## config.mk

```make
export PLATFORM = sky130hd
export DESIGN_NAME = max_extract_store_core
export DESIGN_NICKNAME = d
export VERILOG_FILES = /design/src/mes_pkg.sv /design/src/max_extract_store_core.sv /design/src/mes_cell.sv /design/src/mes_obuf.sv
export VERILOG_INCLUDE_DIRS = /design/src /design/src/src
export SDC_FILE = /design/constraint.sdc
export NUM_CORES = 2
export LEC_CHECK = 0
export ABC_AREA = 1
export BUFFER_PORTS_ARGS = -buffer_cell sky130_fd_sc_hd__clkbuf_2
export CAP_MARGIN = 25
export CELL_PAD_IN_SITES_DETAIL_PLACEMENT = 0
export CELL_PAD_IN_SITES_GLOBAL_PLACEMENT = 1
export CORE_ASPECT_RATIO = 1.1
export CORE_MARGIN = 3
export CORE_UTILIZATION = 48
export CTS_BUF_LIST = sky130_fd_sc_hd__clkbuf_16
export CTS_CLUSTER_DIAMETER = 80
export DETAILED_ROUTE_END_ITERATION = 8
export MAX_ROUTING_LAYER = met4
export PLACE_DENSITY = 0.88
export SLEW_MARGIN = 5
export SYNTH_ARGS = -nofsm -noshare
export SYNTH_HDL_FRONTEND = slang
export SYNTH_SLANG_ARGS = --single-unit
```

## constraint.sdc

```tcl
create_clock -name clk -period 3.4 [get_ports clk]
set_input_delay 0.34 -clock clk [delete_from_list [all_inputs] [get_ports clk]]
set_output_delay 0.34 -clock clk [all_outputs]
set_load 0.005 [all_outputs]
```

## src/max_extract_store_core_macros.svh

```systemverilog
// Assertion macros for the max_extract_store core.
// Include once per file that asserts; no other dependencies.
`ifndef MAX_EXTRACT_STORE_CORE_MACROS_SVH
`define MAX_EXTRACT_STORE_CORE_MACROS_SVH

`ifndef SYNTHESIS
// same-cycle implication, sampled on clk, idle in reset
`define MES_ASSERT_IMP(lbl, a, b) \
    lbl: assert property (@(posedge clk) disable iff (!rst_n) (a) |-> (b)) \
        else $error("assertion failed");
// next-cycle implication, sampled on clk, idle in reset
`define MES_ASSERT_NEXT(lbl, a, b) \
    lbl: assert property (@(posedge clk) disable iff (!rst_n) (a) |=> (b)) \
        else $error("assertion failed");
`else
`define MES_ASSERT_IMP(lbl, a, b)
`define MES_ASSERT_NEXT(lbl, a, b)
`endif

`endif

```

## src/mes_pkg.sv

```systemverilog
// Shared types, constants and helpers for the max_extract_store core.
// No dependencies; imported by every module of the core.
package mes_pkg;

    localparam int CAPACITY = 64;
    localparam int VALUE_W  = 10;
    localparam int COUNT_W  = 7;
    localparam int CNT_W    = $clog2(CAPACITY + 1);

    localparam logic OP_PUT  = 1'b0;
    localparam logic OP_TAKE = 1'b1;

    typedef logic [VALUE_W-1:0] value_t;
    typedef logic [CNT_W-1:0]   cnt_t;
    typedef logic [COUNT_W-1:0] held_t;

    // control broadcast to every cell
    typedef struct packed {
        logic   put;
        logic   take;
        value_t new_value;
    } cell_ctrl_t;

    // what one cell shows its neighbors
    typedef struct packed {
        logic   valid;
        logic   gt;
        value_t value;
    } cell_link_t;

    // one result word
    typedef struct packed {
        value_t taken;
        logic   done;
        held_t  held;
    } out_word_t;

    function automatic held_t to_held(input cnt_t cnt);
        return COUNT_W'(cnt);
    endfunction

endpackage

```

## src/max_extract_store_core.sv

```systemverilog
// Top level of the max_extract_store core: sorted cell row, count, output buffer.
// Depends on mes_pkg, mes_cell, mes_obuf and max_extract_store_core_macros.svh.
//
// Bounded max-priority store. A put (op = 0) inserts item_value, or is refused with
// done_res = 0 when CAPACITY items are held. A take (op = 1) removes and returns the
// largest held value, or returns done_res = 0 and taken_value = 0 when empty. Every
// request yields exactly one result word carrying held_count, the item count after
// the request (low 7 bits). The store is a row of CAPACITY identical cells kept in
// descending order: cell 0 always holds the maximum. On a put each cell compares the
// new value with its own and, using its left neighbor's compare, either keeps its
// value, takes the new one, or takes its left neighbor's; on a take every cell loads
// its right neighbor. Each request finishes in its accepting cycle, the cell compare
// plus one neighbor select, and a request is taken each unstalled cycle. The result
// goes into a two-word output buffer, so one result may wait at the output while
// the next request is accepted; in_stall rises only when both buffer words are full.
// Reset empties the store at once (per-cell valid bits), with no clearing pass.
`include "max_extract_store_core_macros.svh"

module max_extract_store_core (
    input  logic                  clk,
    input  logic                  rst_n,
    input  logic                  in_valid,
    output logic                  in_stall,
    input  logic                  op,
    input  mes_pkg::value_t       item_value,
    output logic                  out_valid,
    input  logic                  out_stall,
    output mes_pkg::value_t       taken_value,
    output logic                  done_res,
    output mes_pkg::held_t        held_count
);
    import mes_pkg::*;

    cnt_t       cnt_reg;
    cnt_t       cnt_next;
    logic       in_acc;
    logic       full;
    logic       empty;
    logic       do_put;
    logic       do_take;
    cell_ctrl_t ctrl;
    cell_link_t link [CAPACITY];
    cell_link_t edge_left;
    cell_link_t edge_right;
    out_word_t  res_word;
    out_word_t  out_word;

    assign in_acc = in_valid && !in_stall;
    assign full   = (cnt_reg == CNT_W'(CAPACITY));
    assign empty  = (cnt_reg == '0);

    // issue only requests that change the store
    assign do_put  = in_acc && (op == OP_PUT) && !full;
    assign do_take = in_acc && (op == OP_TAKE) && !empty;

    assign ctrl.put       = do_put;
    assign ctrl.take      = do_take;
    assign ctrl.new_value = item_value;

    // row ends: left of cell 0 is a full slot that never yields,
    // right of the last cell is an empty slot
    assign edge_left.valid  = 1'b1;
    assign edge_left.gt     = 1'b0;
    assign edge_left.value  = '0;
    assign edge_right.valid = 1'b0;
    assign edge_right.gt    = 1'b0;
    assign edge_right.value = '0;

    for (genvar i = 0; i < CAPACITY; i++)
    begin : g_cell
        cell_link_t left_l;
        cell_link_t right_l;
        if (i == 0)
        begin : g_first
            assign left_l = edge_left;
        end
        else
        begin : g_mid_l
            assign left_l = link[i-1];
        end
        if (i == CAPACITY - 1)
        begin : g_last
            assign right_l = edge_right;
        end
        else
        begin : g_mid_r
            assign right_l = link[i+1];
        end
        mes_cell u_cell (
            .clk   (clk),
            .rst_n (rst_n),
            .ctrl  (ctrl),
            .left  (left_l),
            .right (right_l),
            .link  (link[i])
        );
    end

    // advance count on a put, drop it on a take
    always_comb
    begin
        cnt_next = cnt_reg;
        if (do_put)
        begin
            cnt_next = cnt_reg + CNT_W'(1);
        end
        else if (do_take)
        begin
            cnt_next = cnt_reg - CNT_W'(1);
        end
    end

    always_ff @(posedge clk or negedge rst_n)
    begin
        if (!rst_n)
        begin
            cnt_reg <= '0;
        end
        else
        begin
            cnt_reg <= cnt_next;
        end
    end

    // result word: cell 0 holds the maximum before the shift
    assign res_word.taken = do_take ? link[0].value : '0;
    assign res_word.done  = do_put || do_take;
    assign res_word.held  = to_held(cnt_next);

    mes_obuf u_obuf (
        .clk       (clk),
        .rst_n     (rst_n),
        .in_valid  (in_valid),
        .in_word   (res_word),
        .in_stall  (in_stall),
        .out_valid (out_valid),
        .out_word  (out_word),
        .out_stall (out_stall)
    );

    assign taken_value = out_word.taken;
    assign done_res    = out_word.done;
    assign held_count  = out_word.held;

    `MES_ASSERT_IMP(a_cnt_bound, 1'b1, cnt_reg <= CNT_W'(CAPACITY))
    `MES_ASSERT_IMP(a_head_valid, 1'b1, link[0].valid == !empty)
    `MES_ASSERT_IMP(a_sorted_head, link[0].valid && link[1].valid, link[0].value >= link[1].value)
    `MES_ASSERT_NEXT(a_full_put, in_acc && (op == OP_PUT) && full, cnt_reg == CNT_W'(CAPACITY))

endmodule

```

## src/mes_cell.sv

```systemverilog
// One cell of the sorted store: holds one value, shifts with its neighbors.
// Depends on mes_pkg.
module mes_cell (
    input  logic                clk,
    input  logic                rst_n,
    input  mes_pkg::cell_ctrl_t ctrl,
    input  mes_pkg::cell_link_t left,
    input  mes_pkg::cell_link_t right,
    output mes_pkg::cell_link_t link
);
    import mes_pkg::*;

    value_t value_reg;
    value_t value_next;
    logic   valid_reg;
    logic   valid_next;
    logic   gt;

    // new value belongs at or above this cell
    assign gt = !valid_reg || (ctrl.new_value > value_reg);

    always_comb
    begin
        value_next = value_reg;
        valid_next = valid_reg;
        if (ctrl.put)
        begin
            if (left.gt)
            begin
                value_next = left.value;
            end
            else if (gt)
            begin
                value_next = ctrl.new_value;
            end
            valid_next = valid_reg | left.valid;
        end
        else if (ctrl.take)
        begin
            value_next = right.value;
            valid_next = right.valid;
        end
    end

    always_ff @(posedge clk or negedge rst_n)
    begin
        if (!rst_n)
        begin
            valid_reg <= 1'b0;
        end
        else
        begin
            valid_reg <= valid_next;
        end
    end

    always_ff @(posedge clk)
    begin
        value_reg <= value_next;
    end

    assign link.valid = valid_reg;
    assign link.gt    = gt;
    assign link.value = value_reg;

endmodule

```

## src/mes_obuf.sv

```systemverilog
// Two-word output buffer: main register plus skid register.
// Depends on mes_pkg.
module mes_obuf (
    input  logic               clk,
    input  logic               rst_n,
    input  logic               in_valid,
    input  mes_pkg::out_word_t in_word,
    output logic               in_stall,
    output logic               out_valid,
    output mes_pkg::out_word_t out_word,
    input  logic               out_stall
);
    import mes_pkg::*;

    out_word_t main_reg;
    out_word_t main_next;
    out_word_t skid_reg;
    out_word_t skid_next;
    logic      main_valid_reg;
    logic      main_valid_next;
    logic      skid_valid_reg;
    logic      skid_valid_next;
    logic      in_acc;
    logic      out_acc;

    assign in_stall = skid_valid_reg;
    assign in_acc   = in_valid && !skid_valid_reg;
    assign out_acc  = main_valid_reg && !out_stall;

    always_comb
    begin
        main_next       = main_reg;
        skid_next       = skid_reg;
        main_valid_next = main_valid_reg;
        skid_valid_next = skid_valid_reg;
        if (skid_valid_reg)
        begin
            if (out_acc)
            begin
                main_next       = skid_reg;
                skid_valid_next = 1'b0;
            end
        end
        else if (in_acc)
        begin
            if (!main_valid_reg || out_acc)
            begin
                main_next       = in_word;
                main_valid_next = 1'b1;
            end
            else
            begin
                skid_next       = in_word;
                skid_valid_next = 1'b1;
            end
        end
        else if (out_acc)
        begin
            main_valid_next = 1'b0;
        end
    end

    always_ff @(posedge clk or negedge rst_n)
    begin
        if (!rst_n)
        begin
            main_valid_reg <= 1'b0;
            skid_valid_reg <= 1'b0;
        end
        else
        begin
            main_valid_reg <= main_valid_next;
            skid_valid_reg <= skid_valid_next;
        end
    end

    always_ff @(posedge clk)
    begin
        main_reg <= main_next;
        skid_reg <= skid_next;
    end

    assign out_valid = main_valid_reg;
    assign out_word  = main_reg;

endmodule

```

Word-level counts from Yosys, hierarchy flattened
Cells that the tools add are included.
Widths: inputs -> output; s select.
- register bits: 749
- logic and storage cells: 946
- output and inout bits: 20
- add/subtract/negate cells: 2
- magnitude comparators: 64
- mux-type cells: 397
- eq/ne operators: 67
- bitwise gates (word level): 66
- reductions and logical operators: 213
- operators by type and width (operator ; count):
    $mux 10 ; 256
    $gt 10x10->1 ; 64
    $ne 3x1->1 const B ; 63
    $mux 1 ; 135
    $reduce_and 2->1 ; 64
    $mux 18 ; 4
    $logic_not 1->1 ; 69
    $logic_or 1x1->1 ; 66
    $or 1x1->1 ; 63
    $mux 7 ; 2
    $reduce_and 3->1 ; 3
    $reduce_bool 2->1 ; 4
    $add 7x1->7 const B ; 1
    $eq 7x7->1 const B ; 1
    $logic_not 7->1 ; 1
    $sub 7x1->7 const B ; 1
    $logic_and 1x1->1 ; 6
    $ne 2x1->1 const B ; 2
    $not 1->1 ; 3
    $ne 2x2->1 const B ; 1

Longest topological paths before layout
- depth in word-level cells: 9
- mapped depth: 14
- depth with buffers taken out: 13

Hierarchy
A second synthesis with hierarchy kept.
- cell total of the unflattened synthesis: 7789
- area total of the unflattened synthesis: 58576.2 um^2
- modules (own cells, without submodules) (module ; instances ; area each (um^2) ; cells each):
    mes_cell at g_cell[0].u_cell ... ; 51 ; 879.6 ; 118
    mes_cell at g_cell[56].u_cell ... ; 13 ; 882.1 ; 118
    mes_obuf ; 1 ; 1488.9 ; 115
    max_extract_store_core ; 1 ; 760.7 ; 122

Worst setup path before layout
Ideal clock, no wire load.
- path type: input port to flip-flop
- start point: input port item_value[0]
- end point: register g_cell[31].u_cell.value_reg[0], enable pin
- cell stages on the path: 11
- buffers on the path: 1
- arrival time: 3.853 ns
- setup time: 0.391 ns
- path slack: -0.843 ns
- path through: inv_1 > clkbuf_1 > ha_1 > nand2_1 > nand3b_1 > nand2_1 > inv_1 > nand2_1 > nand2_1 > nor2_1 > o21ai_0
- cells in the longest elaborated chain, start to end: 4
- elaborated cells on any way between the ends: 6
- those cells by class: order compare (2); eq/ne (1); reduce/logical (3)
- RTL lines (element ; RTL line ; text):
    from (decl) ; max_extract_store_core.sv:25 ; input mes_pkg::value_t item_value,
    $gt 10x10->1 ; mes_cell.sv:20 ; assign gt = !valid_reg || (ctrl.new_value > value_reg);
    $logic_or 1x1->1 ; mes_cell.sv:20 ;
    $ne 3x1->1 (no line) (*) ; -- ;
    $reduce_and 2->1 (no line) (*) ; -- ;
    to (signal assigned) ; mes_cell.sv:59 ; value_reg <= value_next;
    to (decl) ; mes_cell.sv:13 ; value_t value_reg;
Every way passes the cells marked *; elsewhere a longest branch is shown, timed or not.
A chain may end at the register's enable or synchronous reset.

Final worst setup path
- start point: register cnt_reg[0]
- end point: register g_cell[30].u_cell.value_reg[6], enable pin
- cells in the longest elaborated chain, start to end: 5
- elaborated cells on any way between the ends: 9
- those cells by class: eq/ne (2); reduce/logical (7)
- RTL lines (element ; RTL line ; text):
    from (decl) ; max_extract_store_core.sv:34 ; cnt_t cnt_reg;
    from (signal assigned) ; max_extract_store_core.sv:121 ; cnt_reg <= cnt_next;
    $eq 7x7->1 or $logic_not 7->1 (tied branches) ; max_extract_store_core.sv:49, max_extract_store_core.sv:50 ;
    $logic_not 1->1, on equally long branches ; max_extract_store_core.sv:53, max_extract_store_core.sv:54 ;
    $logic_and 1x1->1, on equally long branches ; max_extract_store_core.sv:53, max_extract_store_core.sv:54 ;
    $ne 3x1->1 (no line) or $reduce_bool 2->1 (tied branches) ; -- ;
    $reduce_and 2->1 (no line) (*) ; -- ;
    to (signal assigned) ; mes_cell.sv:59 ;
    to (decl) ; mes_cell.sv:13 ;
Marked as above.

==> flow_summary.json <==
{
  "drcViolationCount": 0,
  "io_buffers": 34,
  "cts_tree": "yes",
  "ff_latch_area_mm2": 0.02213,
  "worst_pin_slew_ns": 0.9711,
  "post_drt_wl_per_cell_um": 19.31,
  "endpoint": "g_cell[30].u_cell.value_reg[6]",
  "max_freq_mhz": 334.6,
  "cts_root_buffer": "clkbuf_16",
  "largest_reg_flops": 640,
  "cts_resized": 0,
  "syn_area_mm2": 0.05831,
  "antenna_found_initial": 2,
  "clk_pin_slew_ns": 0.06,
  "met2_usage_pct": 50.15,
  "reg2reg_to": "g_cell[30].u_cell.value_reg[6]",
  "critical_path_class": "flop to flop",
  "grt_use_met3_pct": 3.898,
  "area_growth_pct": 9.414,
  "syn_area_per_cell_um2": 7.194,
  "grt_pass1_vias": 51430,
  "leakagePower_nw": 33.69,
  "wirelength_um": 188200,
  "slew_violations": 0,
  "dpl.hpwl_um": 133200,
  "boundaryPins": 35,
  "cts_setup_buffers": 0,
  "place_area_mm2": 0.06089,
  "cp_data_required_time_ns": 3.73,
  "switching_share_pct": 46.52,
  "vias": 53520,
  "finalCritPeriodShare_pct": 87.91,
  "startpoint": "cnt_reg[0]",
  "place_congestion": 0.9509,
  "grt_max_degree": 145,
  "synth_seq_cells": 749,
  "p_switching_mw": 29.13,
  "layout.cells.non_filler": 9745,
  "multiInputGateArea_mm2": 0.02980,
  "final_hold_viol_count": 0,
  "ys_types": 35,
  "hold_buffers": 3,
  "synth_nets": 8763,
  "critPathCaptureType": "flop",
  "setup_ws_ns": 0.4111,
  "cts_buffers": 88,
  "finClkSkew_ns": 0.03926,
  "n_antenna_cell": 0,
  "p_clk_share_pct": 15.3,
  "gr-total-overflow": 0,
  "initial_utilization_pct": 48.60,
  "first_pass_iters": 6,
  "hold_class": "input pin to flop",
  "setup_violations": 0,
  "die_w_um": 338.3,
  "critical_path.max_stage_delay_ns": 0.82,
  "cap_violations": 0,
  "drtIter0Drc": 5311,
  "clk_latency_ns": 0.71,
  "crit_path_top_delay_cell": "o21ai_1",
  "clock_path_buffers": 3,
  "nets": 8708,
  "placed_cells": 9576,
  "slew-limit-headroom_pct": 34.83,
  "grt_pass1_wl_um": 290300,
  "powerDensity_mw_per_mm2": 981.6,
  "worstSetupStartpointType": "flop",
  "rsz0062_at_grt": "false",
  "grtUsageTotal_pct": 30.27,
  "met1_usage_pct": 38.06,
  "status": "finished clean",
  "cts.sinks": 749,
  "final.min_clock_period_ns": 2.989,
  "seqPwrFrac_pct": 34.7,
  "die_y_um": 371.5,
  "hold_slack_ns": 0.2332,
  "fin_area_mm2": 0.06379,
  "ant_nets": 0,
  "crit_arrival_ns": 3.32,
  "ir_drop_mv": 0.4333,
  "ys_seq_area_share_pct": 37.95,
  "avgViaCountPerCell": 5.492,
  "pwr-share-comb_pct": 49.9,
  "setup_tns_ns": 0,
  "grt.busiest_layer": "met2",
  "crit_fanout": 20,
  "r2r_cells": 7,
  "yosysWarnings": 0,
  "internal_power_mw": 33.49,
  "htree_num_levels": 3,
  "synthCells": 8105,
  "rows": 133,
  "nFillCells": 11610,
  "reg2reg_setup_slack_ns": 0.41,
  "dieArea_mm2": 0.1257,
  "coreArea_mm2": 0.1200,
  "dp_slack_ns": 0.3194,
  "timing.rr.start": "cnt_reg[0]",
  "cp_cell_sequence": "inv_1, ha_1, nand4_1, nand2_8, nand2_4, inv_2, o21ai_1",
  "drive_gt1_share_pct": 5.231
}
## metal layers
layer / part of all wire (%) / wire length, um
met5: 0 / 0
met4: 3.8 / 7240
met3: 7.2 / 13550
met2: 47 / 88550
met1: 42 / 78850
## Yosys cell counts, drive strengths merged
| cell | count | area, um2 |
|---|---|---|
| a21o | 6 | 45.04 |
| a21oi | 142 | 710.7 |
| a22oi | 3 | 22.52 |
| a31oi | 2 | 12.51 |
| and2 | 14 | 87.58 |
| buf | 189 | 1156 |
| clkbuf | 239 | 904.6 |
| dfrtp | 73 | 1827 |
| edfxtp | 676 | 20300 |
| ha | 643 | 8045 |
| inv | 1159 | 4353 |
| nand2 | 3123 | 11730 |
| nand3 | 1388 | 6947 |
| nand3b | 9 | 67.56 |
| nand4 | 57 | 356.6 |
| nor2 | 180 | 688.2 |
| nor3 | 3 | 15.01 |
| o211ai | 3 | 27.52 |
| o21a | 2 | 15.01 |
| o21ai | 185 | 925.9 |
| o21bai | 3 | 22.52 |
| or2 | 3 | 18.77 |
| xnor2 | 2 | 17.52 |
| xor2 | 1 | 8.760 |
## worst min path at each step
stage	from	endpoint	cells after the start
2_1_floorplan	rst_n	cnt_reg[0]	0
3_3_place_gp	rst_n	u_obuf.in_stall	1
3_5_place_dp	rst_n	u_obuf.in_stall	1
4_1_cts	op	cnt_reg[5]	6
5_1_grt	op	cnt_reg[5]	6
6_report	op	cnt_reg[5]	6
## area by class of cell
cell class	instances	share of cell area (%)
inverters	1159	6.878
multi-input cells	5769	46.71
clock inverters	75	0.9630
clock buffers	90	3.530
well taps	1620	3.177
repair buffers	283	4.058
flip-flops and latches	749	34.68
## power groups by stage
| stage | combinational (mW) | sequential, mW | clock, mW |
|---|---|---|---|
| floorplan | 23.4 | 19.1 | 0 |
| global placement | 30.0 | 21.7 | 0 |
| detailed placement | 30.8 | 21.8 | 0 |
| CTS | 31.0 | 21.7 | 9.74 |
| global route | 36.0 | 22.3 | 10.1 |
| finish | 31.3 | 21.7 | 9.61 |
## cell families after synthesis
family	after synthesis	share of synthesized area, %
DFF	749	37.95
xor gates and xnor gates	3	0.04507
AOI/OAI and AO/OA	346	3.056
buffers and inverters	1587	11.00
and+or+nand+nor	4777	34.15
adders and majority gates	643	13.80
## cell usage in the layout (no fill, tap or decap), types with 4 or more instances in the layout
master / n
edfxtp_1: 676
o21ai_0: 161
inv_4: 10
inv_6: 4
inv_1: 1165
clkbuf_2: 24
nand2_1: 3119
nand3b_1: 9
nand4_1: 57
buf_12: 41
and2_1: 14
buf_4: 214
o21ai_1: 24
ha_1: 643
clkbuf_16: 90
a21o_1: 6
nor2_1: 177
a21oi_1: 141
clkinv_2: 14
clkinv_1: 23
dfrtp_1: 73
nand3_1: 1388
bufinv_16: 9
## worst max-delay path: cells and delay by family, from the launching register on
family	cells	cell delay, ns
AOI/OAI and AO/OA	1	0.82
and+or+nand+nor	3	0.76
DFF	1	0.43
buffers and inverters	2	0.33
adders and majority gates	1	0.23
## stage by stage
stage | utilization (%) | power, mW
3_5_place_dp | 50.75 | 52.63
4_1_cts | 53.16 | 62.46
2_1_floorplan | - | 42.46
3_3_place_gp | 50.75 | 51.74
6_report | 53.17 | 62.62
5_1_grt | 53.17 | 68.37
Note: power is estimated with default switching activity, not from simulation.
